`config.mk`:
```
export PLATFORM = sky130hd
export DESIGN_NAME = int8_mac_requantize_flat
export DESIGN_NICKNAME = d
export VERILOG_FILES = /design/src/rtl/core/imr_pkg.sv /design/src/rtl/core/imr_ifs.sv /design/src/rtl/core/imr_front.sv /design/src/rtl/core/imr_queue.sv /design/src/rtl/core/imr_back.sv /design/src/rtl/core/int8_mac_requantize.sv /design/src/flat_wrapper.sv
export VERILOG_INCLUDE_DIRS = /design/src /design/src/rtl/core
export SDC_FILE = /design/constraint.sdc
export NUM_CORES = 2
export LEC_CHECK = 0
export ABC_AREA = 1
export BUFFER_PORTS_ARGS = -buffer_cell sky130_fd_sc_hd__buf_2
export CORE_MARGIN = 5
export CORE_UTILIZATION = 62
export DETAILED_ROUTE_END_ITERATION = 10
export GPL_TIMING_DRIVEN = 1
export PLACE_DENSITY = 0.79
export SLEW_MARGIN = 20
export SYNTH_ARGS = -nofsm -noshare
export SYNTH_HDL_FRONTEND = slang
export SYNTH_SLANG_ARGS = --single-unit
```
`constraint.sdc`:
```
create_clock -name clock -period 10.2 [get_ports clock]
set_clock_uncertainty 0.1 [all_clocks]
set_input_delay 0.51 -clock clock [delete_from_list [all_inputs] [get_ports clock]]
set_output_delay 0.51 -clock clock [all_outputs]
set_load 0.02 [all_outputs]
```
`src/rtl/core/int8_mac_requantize_assert.svh`:
```
// assertion macros used by the requantizer queue
`ifndef INT8_MAC_REQUANTIZE_ASSERT_SVH
`define INT8_MAC_REQUANTIZE_ASSERT_SVH

// property must hold at every clock edge outside reset
`define IMR_ASSERT(label, clk, rst, prop, msg) \
   label: assert property (@(posedge clk) disable iff (rst) (prop)) else $error(msg);

// condition must never be seen outside reset
`define IMR_ASSERT_NEVER(label, clk, rst, cond, msg) \
   label: assert property (@(posedge clk) disable iff (rst) !(cond)) else $error(msg);

`endif

```
`src/rtl/core/imr_pkg.sv`:
```
`default_nettype none
package imr_pkg;

   // configuration register indexes
   localparam int CSR_INDEX_WIDTH = 2;
   localparam logic [CSR_INDEX_WIDTH-1:0] REG_INPUT_ZERO_POINT  = 2'd0;
   localparam logic [CSR_INDEX_WIDTH-1:0] REG_OUTPUT_ZERO_POINT = 2'd1;
   localparam int CSR_DATA_WIDTH = 8;

   // queue between accumulate front and requantize back
   localparam int QUEUE_DEPTH       = 2;
   localparam int QUEUE_PTR_WIDTH   = $clog2(QUEUE_DEPTH);
   localparam int QUEUE_COUNT_WIDTH = $clog2(QUEUE_DEPTH + 1);

   // fixed-point constants
   localparam logic signed [31:0] INT32_MAX = 32'sh7fff_ffff;
   localparam logic signed [31:0] INT32_MIN = 32'sh8000_0000;
   localparam logic signed [63:0] ROUND_Q31 = 64'sd1073741824;
   localparam logic signed [34:0] INT8_MAX  = 35'sd127;
   localparam logic signed [34:0] INT8_MIN  = -35'sd128;

   // one element ready for requantization
   typedef struct packed {
      logic signed [31:0] acc;
      logic signed [31:0] mult;
      logic signed [5:0]  shift;
   } imr_entry_type;

   typedef enum logic [1:0] {
      BK_IDLE,
      BK_MUL,
      BK_SCALE,
      BK_ROUND
   } imr_back_state_type;

endpackage
`default_nettype wire

```
`src/rtl/core/imr_ifs.sv`:
```
`default_nettype none

// input channel: one activation and weight pair
interface imr_req_if;
   logic              valid;
   logic              ready;
   logic signed [7:0] activation;
   logic              pad;
   logic signed [7:0] weight_value;
   logic signed [31:0] bias;
   logic signed [31:0] multiplier;
   logic signed [5:0] shift_amount;
   logic              first;
   logic              last;

   modport source (output valid, activation, pad, weight_value, bias, multiplier,
                   shift_amount, first, last, input ready);
   modport sink (input valid, activation, pad, weight_value, bias, multiplier,
                 shift_amount, first, last, output ready);
endinterface

// result channel: one int8 output value
interface imr_rsp_if;
   logic              valid;
   logic              ready;
   logic signed [7:0] output_value;

   modport source (output valid, output_value, input ready);
   modport sink (input valid, output_value, output ready);
endinterface

// configuration write channel
interface imr_csr_if;
   logic                                  valid;
   logic                                  ready;
   logic [imr_pkg::CSR_INDEX_WIDTH-1:0]   index;
   logic [imr_pkg::CSR_DATA_WIDTH-1:0]    data;

   modport source (output valid, index, data, input ready);
   modport sink (input valid, index, data, output ready);
endinterface

`default_nettype wire

```
`src/rtl/core/imr_front.sv`:
```
`default_nettype none
module imr_front (
   input  wire logic                 clock,
   input  wire logic                 reset,
   imr_req_if.sink                   req_ch,
   input  wire logic signed [7:0]    input_zero_point,
   input  wire logic                 queue_full,
   output      logic                 push,
   output      imr_pkg::imr_entry_type push_entry
);

   logic signed [31:0] acc_ff;
   logic signed [31:0] acc_in;
   logic signed [7:0]  act;
   logic signed [15:0] prod;
   logic signed [31:0] base;
   logic               accept;

   // take a transaction whenever the queue can hold a possible result
   assign req_ch.ready = !queue_full;
   assign accept       = req_ch.valid && !queue_full;

   // multiply-accumulate, bias loads on the first pair
   always_comb begin
      act    = req_ch.pad ? input_zero_point : req_ch.activation;
      prod   = act * req_ch.weight_value;
      base   = req_ch.first ? req_ch.bias : acc_ff;
      acc_in = base + {{16{prod[15]}}, prod};
   end

   always_ff @(posedge clock) begin
      if (reset) begin
         acc_ff <= '0;
      end else if (accept) begin
         acc_ff <= acc_in;
      end
   end

   // last pair hands the finished sum to the back end
   assign push             = accept && req_ch.last;
   assign push_entry.acc   = acc_in;
   assign push_entry.mult  = req_ch.multiplier;
   assign push_entry.shift = req_ch.shift_amount;

endmodule
`default_nettype wire

```
`src/rtl/core/imr_queue.sv`:
```
`default_nettype none
module imr_queue (
   input  wire logic                   clock,
   input  wire logic                   reset,
   input  wire logic                   push,
   input  wire imr_pkg::imr_entry_type push_entry,
   input  wire logic                   pop,
   output      imr_pkg::imr_entry_type head,
   output      logic                   full,
   output      logic                   empty
);

   imr_pkg::imr_entry_type                  mem_ff [imr_pkg::QUEUE_DEPTH];
   logic [imr_pkg::QUEUE_PTR_WIDTH-1:0]     wr_ptr_ff;
   logic [imr_pkg::QUEUE_PTR_WIDTH-1:0]     rd_ptr_ff;
   logic [imr_pkg::QUEUE_COUNT_WIDTH-1:0]   count_ff;
   logic [imr_pkg::QUEUE_COUNT_WIDTH-1:0]   count_in;

   localparam logic [imr_pkg::QUEUE_PTR_WIDTH-1:0] LAST_PTR =
      imr_pkg::QUEUE_PTR_WIDTH'(imr_pkg::QUEUE_DEPTH - 1);
   localparam logic [imr_pkg::QUEUE_COUNT_WIDTH-1:0] DEPTH_COUNT =
      imr_pkg::QUEUE_COUNT_WIDTH'(imr_pkg::QUEUE_DEPTH);

   assign full  = (count_ff == DEPTH_COUNT);
   assign empty = (count_ff == '0);
   assign head  = mem_ff[rd_ptr_ff];

   // occupancy
   always_comb begin
      count_in = count_ff;
      if (push && !pop) begin
         count_in = count_ff + 1'b1;
      end else if (pop && !push) begin
         count_in = count_ff - 1'b1;
      end
   end

   // entry storage
   always_ff @(posedge clock) begin
      if (push) begin
         mem_ff[wr_ptr_ff] <= push_entry;
      end
   end

   // pointers and count
   always_ff @(posedge clock) begin
      if (reset) begin
         wr_ptr_ff <= '0;
         rd_ptr_ff <= '0;
         count_ff  <= '0;
      end else begin
         count_ff <= count_in;
         if (push) begin
            wr_ptr_ff <= (wr_ptr_ff == LAST_PTR) ? '0 : wr_ptr_ff + 1'b1;
         end
         if (pop) begin
            rd_ptr_ff <= (rd_ptr_ff == LAST_PTR) ? '0 : rd_ptr_ff + 1'b1;
         end
      end
   end

`include "int8_mac_requantize_assert.svh"

   `IMR_ASSERT(a_count_bound, clock, reset, count_ff <= DEPTH_COUNT, "queue over depth")
   `IMR_ASSERT_NEVER(a_push_full, clock, reset, push && full, "push into full queue")
   `IMR_ASSERT_NEVER(a_pop_empty, clock, reset, pop && empty, "pop from empty queue")
   `IMR_ASSERT(a_push_count, clock, reset, push && !pop |=> count_ff == $past(count_ff) + 1'b1, "push lost")

endmodule
`default_nettype wire

```
`src/rtl/core/imr_back.sv`:
```
`default_nettype none
module imr_back (
   input  wire logic                   clock,
   input  wire logic                   reset,
   input  wire imr_pkg::imr_entry_type head,
   input  wire logic                   empty,
   output      logic                   pop,
   input  wire logic signed [7:0]      output_zero_point,
   imr_rsp_if.source                   rsp_ch
);

   imr_pkg::imr_back_state_type state_ff, state_in;

   logic signed [31:0] x_ff, x_in;
   logic signed [31:0] mult_ff;
   logic signed [5:0]  shift_ff;
   logic signed [63:0] prod_ff, prod_in;
   logic signed [31:0] h_ff, h_in;
   logic               rsp_valid_ff;
   logic signed [7:0]  rsp_value_ff, rsp_value_in;

   logic signed [62:0] wide;
   logic signed [63:0] biased;
   logic [5:0]         rshift;
   logic signed [33:0] rnd_sum;
   logic signed [33:0] rounded;
   logic signed [34:0] zp_sum;
   logic               load_x;
   logic               load_out;

   // saturating left shift of the queue head
   always_comb begin
      wide = {{31{head.acc[31]}}, head.acc} <<< head.shift[4:0];
      x_in = head.acc;
      if (head.shift > 6'sd0) begin
         if (wide[62:31] == {32{wide[62]}}) begin
            x_in = wide[31:0];
         end else begin
            x_in = wide[62] ? imr_pkg::INT32_MIN : imr_pkg::INT32_MAX;
         end
      end
   end

   // q31 multiply and rounding doubling high part
   assign prod_in = x_ff * mult_ff;
   assign biased  = prod_ff + imr_pkg::ROUND_Q31;
   assign h_in    = biased[62:31];

   // rounding right shift, output offset and int8 clip
   always_comb begin
      rshift  = 6'(-shift_ff);
      rnd_sum = {{2{h_ff[31]}}, h_ff} + (34'sd1 <<< (rshift - 6'd1));
      rounded = {{2{h_ff[31]}}, h_ff};
      if (shift_ff < 6'sd0) begin
         rounded = rnd_sum >>> rshift;
      end
      zp_sum = {rounded[33], rounded} + {{27{output_zero_point[7]}}, output_zero_point};
      if (zp_sum > imr_pkg::INT8_MAX) begin
         rsp_value_in = 8'sd127;
      end else if (zp_sum < imr_pkg::INT8_MIN) begin
         rsp_value_in = -8'sd128;
      end else begin
         rsp_value_in = zp_sum[7:0];
      end
   end

   // sequencer: one element at a time through the four steps
   always_comb begin
      state_in = state_ff;
      pop      = 1'b0;
      load_x   = 1'b0;
      load_out = 1'b0;
      unique case (state_ff)
         imr_pkg::BK_IDLE: begin
            if (!empty) begin
               pop      = 1'b1;
               load_x   = 1'b1;
               state_in = imr_pkg::BK_MUL;
            end
         end
         imr_pkg::BK_MUL: begin
            state_in = imr_pkg::BK_SCALE;
         end
         imr_pkg::BK_SCALE: begin
            state_in = imr_pkg::BK_ROUND;
         end
         imr_pkg::BK_ROUND: begin
            if (!rsp_valid_ff || rsp_ch.ready) begin
               load_out = 1'b1;
               state_in = imr_pkg::BK_IDLE;
            end
         end
         default: begin
            state_in = imr_pkg::BK_IDLE;
         end
      endcase
   end

   always_ff @(posedge clock) begin
      if (reset) begin
         state_ff <= imr_pkg::BK_IDLE;
      end else begin
         state_ff <= state_in;
      end
   end

   // datapath registers
   always_ff @(posedge clock) begin
      if (load_x) begin
         x_ff     <= x_in;
         mult_ff  <= head.mult;
         shift_ff <= head.shift;
      end
      if (state_ff == imr_pkg::BK_MUL) begin
         prod_ff <= prod_in;
      end
      if (state_ff == imr_pkg::BK_SCALE) begin
         h_ff <= h_in;
      end
      if (load_out) begin
         rsp_value_ff <= rsp_value_in;
      end
   end

   // output register
   always_ff @(posedge clock) begin
      if (reset) begin
         rsp_valid_ff <= 1'b0;
      end else if (load_out) begin
         rsp_valid_ff <= 1'b1;
      end else if (rsp_ch.ready) begin
         rsp_valid_ff <= 1'b0;
      end
   end

   assign rsp_ch.valid        = rsp_valid_ff;
   assign rsp_ch.output_value = rsp_value_ff;

endmodule
`default_nettype wire

```
`src/rtl/core/int8_mac_requantize.sv`:
```
// int8 multiply-accumulate with fixed-point requantization. Each request
// transaction carries one activation/weight pair; pad substitutes the input
// zero point, first loads bias into the 32-bit wrapping accumulator, last
// ends the element and yields one int8 response. The accumulate front takes
// one transaction per cycle. Each element's requantization runs in the back
// sequencer through saturating shift, 32x32 multiply, rounding high part
// and rounding right shift with offset and clip, one element at a time, so
// the back takes no new element until the last one's response is loaded; a
// two-entry queue between front and back lets up to two finished elements
// wait, and the front stalls only when the queue is full. The csr port accepts
// a write every cycle; write the zero points only while no element is in flight.
`default_nettype none
module int8_mac_requantize (
   input  wire logic  clock,
   input  wire logic  reset,
   imr_req_if.sink    req_ch,
   imr_rsp_if.source  rsp_ch,
   imr_csr_if.sink    csr_ch
);

   logic signed [7:0]      input_zp_ff;
   logic signed [7:0]      output_zp_ff;
   logic                   push;
   logic                   pop;
   logic                   queue_full;
   logic                   queue_empty;
   imr_pkg::imr_entry_type push_entry;
   imr_pkg::imr_entry_type head;

   // configuration registers
   assign csr_ch.ready = 1'b1;

   always_ff @(posedge clock) begin
      if (reset) begin
         input_zp_ff  <= '0;
         output_zp_ff <= '0;
      end else if (csr_ch.valid) begin
         unique case (csr_ch.index)
            imr_pkg::REG_INPUT_ZERO_POINT:  input_zp_ff  <= csr_ch.data;
            imr_pkg::REG_OUTPUT_ZERO_POINT: output_zp_ff <= csr_ch.data;
            default: begin
            end
         endcase
      end
   end

   imr_front u_front (
      .clock            (clock),
      .reset            (reset),
      .req_ch           (req_ch),
      .input_zero_point (input_zp_ff),
      .queue_full       (queue_full),
      .push             (push),
      .push_entry       (push_entry)
   );

   imr_queue u_queue (
      .clock      (clock),
      .reset      (reset),
      .push       (push),
      .push_entry (push_entry),
      .pop        (pop),
      .head       (head),
      .full       (queue_full),
      .empty      (queue_empty)
   );

   imr_back u_back (
      .clock             (clock),
      .reset             (reset),
      .head              (head),
      .empty             (queue_empty),
      .pop               (pop),
      .output_zero_point (output_zp_ff),
      .rsp_ch            (rsp_ch)
   );

endmodule
`default_nettype wire
```
`src/flat_wrapper.sv`:
```
// flat-port wrapper written by rule: the top's interface ports become plain ports
module int8_mac_requantize_flat 
  (clock, reset, req_ch_valid, req_ch_activation, req_ch_pad, req_ch_weight_value, req_ch_bias, req_ch_multiplier, req_ch_shift_amount, req_ch_first, req_ch_last, req_ch_ready, rsp_ch_valid, rsp_ch_output_value, rsp_ch_ready, csr_ch_valid, csr_ch_index, csr_ch_data, csr_ch_ready);
  imr_req_if req_ch_i ();
  imr_rsp_if rsp_ch_i ();
  imr_csr_if csr_ch_i ();
  input  wire logic clock;
  input  wire logic reset;
  input wire logic [$bits(req_ch_i.valid)-1:0] req_ch_valid;
  input wire logic [$bits(req_ch_i.activation)-1:0] req_ch_activation;
  input wire logic [$bits(req_ch_i.pad)-1:0] req_ch_pad;
  input wire logic [$bits(req_ch_i.weight_value)-1:0] req_ch_weight_value;
  input wire logic [$bits(req_ch_i.bias)-1:0] req_ch_bias;
  input wire logic [$bits(req_ch_i.multiplier)-1:0] req_ch_multiplier;
  input wire logic [$bits(req_ch_i.shift_amount)-1:0] req_ch_shift_amount;
  input wire logic [$bits(req_ch_i.first)-1:0] req_ch_first;
  input wire logic [$bits(req_ch_i.last)-1:0] req_ch_last;
  output wire logic [$bits(req_ch_i.ready)-1:0] req_ch_ready;
  output wire logic [$bits(rsp_ch_i.valid)-1:0] rsp_ch_valid;
  output wire logic [$bits(rsp_ch_i.output_value)-1:0] rsp_ch_output_value;
  input wire logic [$bits(rsp_ch_i.ready)-1:0] rsp_ch_ready;
  input wire logic [$bits(csr_ch_i.valid)-1:0] csr_ch_valid;
  input wire logic [$bits(csr_ch_i.index)-1:0] csr_ch_index;
  input wire logic [$bits(csr_ch_i.data)-1:0] csr_ch_data;
  output wire logic [$bits(csr_ch_i.ready)-1:0] csr_ch_ready;
  assign req_ch_i.valid = req_ch_valid;
  assign req_ch_i.activation = req_ch_activation;
  assign req_ch_i.pad = req_ch_pad;
  assign req_ch_i.weight_value = req_ch_weight_value;
  assign req_ch_i.bias = req_ch_bias;
  assign req_ch_i.multiplier = req_ch_multiplier;
  assign req_ch_i.shift_amount = req_ch_shift_amount;
  assign req_ch_i.first = req_ch_first;
  assign req_ch_i.last = req_ch_last;
  assign req_ch_ready = req_ch_i.ready;
  assign rsp_ch_valid = rsp_ch_i.valid;
  assign rsp_ch_output_value = rsp_ch_i.output_value;
  assign rsp_ch_i.ready = rsp_ch_ready;
  assign csr_ch_i.valid = csr_ch_valid;
  assign csr_ch_i.index = csr_ch_index;
  assign csr_ch_i.data = csr_ch_data;
  assign csr_ch_ready = csr_ch_i.ready;
  int8_mac_requantize u_core (.clock(clock), .reset(reset), .req_ch(req_ch_i), .rsp_ch(rsp_ch_i), .csr_ch(csr_ch_i));
endmodule
```
==> impl_results.md <==
- Run status: finished clean
- Max clock buf depth: 3
- Synth area leaders: fa_1 36%, edfxtp_1 14%, nand2_1 12%
- Routed len/inst: 19.2 um
- Maxcap violations: 0
- Finished Core Util: 0.661
- Placed Cells incl. Taps: 9295
- Core Footprint: 100000 um2
- Fin crit period: 8.90 ns
- Area leader, netlist: fa_1
- Clock-pin slew on the worst setup and hold paths: 0.06 ns
- R2R depth: 21
- Initial antenna violation count: 3
- Unrepaired setup endpoints after global routing: false
- Post-synth top area share: 0.360
- Clock sinks: 339
- Fin crit share: 0.872
- Worst path depth: 21
- Post-cts sizing count: 0
- Count leader, synth: nand2_1
- WP data arrival: 9.13 ns
- Die area: 108000 um2
- Top post-synthesis cells by count: 1999 x nand2_1, 1882 x inv_1, 1130 x fa_1
- Post-route ant nets: 0
- H-tree depth: 2
- GPL Wtd Cong: 1.01
- WS Path Type: reg2reg
- Port bufs: 113
- Post-DP HPWL: 149000 um
- Crit Path Max Fanout: 21
- Nets@finish: 9538
- DIE WIDTH: 328 um
- Synth async-reset ratio: 0
- Top delay family on crit path: adder cells
- CP Capture Type: flop
- Syn nets: 9556
- Num CTS Buffers: 38
- FMAX: 112 MHz
- Worst hold stages: 1
- Pin count of the biggest net entering global routing: 65
- CTS tree: done
- Hold Buf Count CTS: 8
- Worst Hold End: u_core.u_queue.mem_ff[0][15]
- Max Slew Vio Count: 0
- Seq cells post-synth: 339
- Total negative setup slack: 0 ns
- Layout cells sized above 1: 0.0495
- Final cell count without fillers: 9374
- Initial Util: 0.626
- Vias per cell: 5.61
- FF-to-FF setup slack: 1.30 ns
- Kind of start point of the critical path: flop
- Worst-Margin Slew: 1.17 ns
- CP max stage delay: 1.10 ns
- Cell chain of the critical path: buf_4 -> nand2_1 -> inv_1 -> fa_1 -> fa_1 -> fa_1 -> inv_1 -> fa_1 -> fa_1 -> fa_1 -> fa_1 -> fa_1 -> inv_1 -> ha_1 -> nand2_1 -> nor2_1 -> inv_1 -> nor2_1 -> nand2_1 -> o211ai_1 -> xor2_1
- Slew headroom: 0.220
- Cells after Synth: 8006
- Syn Area/Cell: 7.85 um2
- Post-synth cell types: 50
- Yosys warning count: 0
- Worst Path Required: 10.43 ns
- Final hold vios: 0
- Vias in the first global route: 53702
- Die Ht: 328 um
- # rows: 116
- Hold crit path type: in2reg
- Most used cell, CP: fa_1
- First-pass GRT wire length: 290000 um
- Worst-skew pair later-pin latency: 0.58 ns
- CTS root buffer: clkbuf_16
- Initial DRC Count: 5000
- R2R Path End: u_core.u_back.prod_ff[53]
- Min-delay src: req_ch_multiplier[9]
- Tot GR Track Use: 0.340
- Buf/Inv on CP: 5
- Post-synth EDFFs: 283
- Vias post-DR: 52597
- Final wirelength: 180000 um
- DRC Markers: 0
- Syn-to-layout area delta: 5.55%
- Worst r2r src: u_core.u_back.mult_ff[9]
- Setup repair bufs after CTS: 0
- Top FF cell, synth: edfxtp_1
- Setup Viol. Count Final: 0
- DR pass1 iterations: 7
- Overflow after GRT: 0
- Slowest cell on the critical path: edfxtp_1
- Sequential area share after synthesis: 0.153
- Num ports: 115
- Cell area after synthesis: 62800 um2
-- through the flow --
step / worst slack, ns / hold WS [ns] / cell area [um2]
after floorplan: 2.69 / 0.324 / 62800
after global placement: 1.45 / 0.333 / 64900
after detailed placement: 1.47 / 0.356 / 64900
after CTS: 1.42 / 0.000302 / 66300
after global routing: 0.787 / 0.0109 / 66300
final: 1.30 / 0.0295 / 66300
-- state kept, by name (all words and copies together), names as in the netlist, named ones only --
signal	cells
u_core.u_back.rsp_ch.output_value	8
u_core.u_front.acc_ff	32
u_core.u_back.prod_ff	33
u_core.u_queue.mem_ff	140
u_core.u_back.mult_ff	32
u_core.u_back.state_ff	2
u_core.output_zp_ff	8
u_core.u_back.shift_ff	6
u_core.u_queue.rd_ptr_ff	1
u_core.input_zp_ff	8
u_core.u_back.rsp_ch.valid	1
u_core.u_queue.wr_ptr_ff	1
u_core.u_back.x_ff	32
u_core.u_back.h_ff	32
u_core.u_queue.count_ff	2
-- cells by family after synthesis --
kind of cell / after synthesis / synth area share
AO/OA/AOI/OAI: 737 / 0.0629
XOR/XNOR: 159 / 0.0222
adder cells (fa/ha/maj): 1446 / 0.423
buffers and inverters: 2197 / 0.133
flip-flops: 339 / 0.153
multiplexers: 34 / 0.00606
other: 1 / 0.0000597
AND/OR/NAND/NOR: 3093 / 0.200
-- per-layer routing --
metal / GRT usage / wire length, um
met5: 0 / 34
met4: 0.129 / 8360
met3: 0.0552 / 15800
met2: 0.549 / 83200
met1: 0.469 / 72900
-- placed cells by master (no fill, tap or decap), types with 123 or more instances in the layout --
cell,netlist,final
a21oi_1,301,301
inv_1,1882,1881
buf_4,11,123
fa_1,1130,1130
nand2_1,1999,1998
nand3_1,471,471
nor2_1,466,463
o21ai_0,268,268
edfxtp_1,283,283
ha_1,316,316
-- how the worst max path moves through the flow --
stage / start / end / slack (ns)
floorplan: u_core.u_back.x_ff[31] / u_core.u_back.prod_ff[59] / 2.69
detailed placement: u_core.u_back.mult_ff[9] / u_core.u_back.prod_ff[53] / 1.47
finish: u_core.u_back.mult_ff[9] / u_core.u_back.prod_ff[53] / 1.30
global route: u_core.u_back.mult_ff[5] / u_core.u_back.prod_ff[61] / 0.79
CTS: u_core.u_back.mult_ff[5] / u_core.u_back.prod_ff[53] / 1.42
global placement: u_core.u_back.mult_ff[9] / u_core.u_back.prod_ff[53] / 1.45
-- cell type report --
type / count / area (um2)
timing repair buffer: 249 / 1680
inverter: 1890 / 7090
antenna: 1 / 2.50
tap: 1357 / 1700
fill: 8480 / 34000
clock buffer: 41 / 983
multi-input combinational: 5470 / 44900
sequential: 339 / 9620
clock inverter: 27 / 310
Power is not shown: default switching activity piles up to over one toggle a cycle in this logic, so the estimate is an artifact.
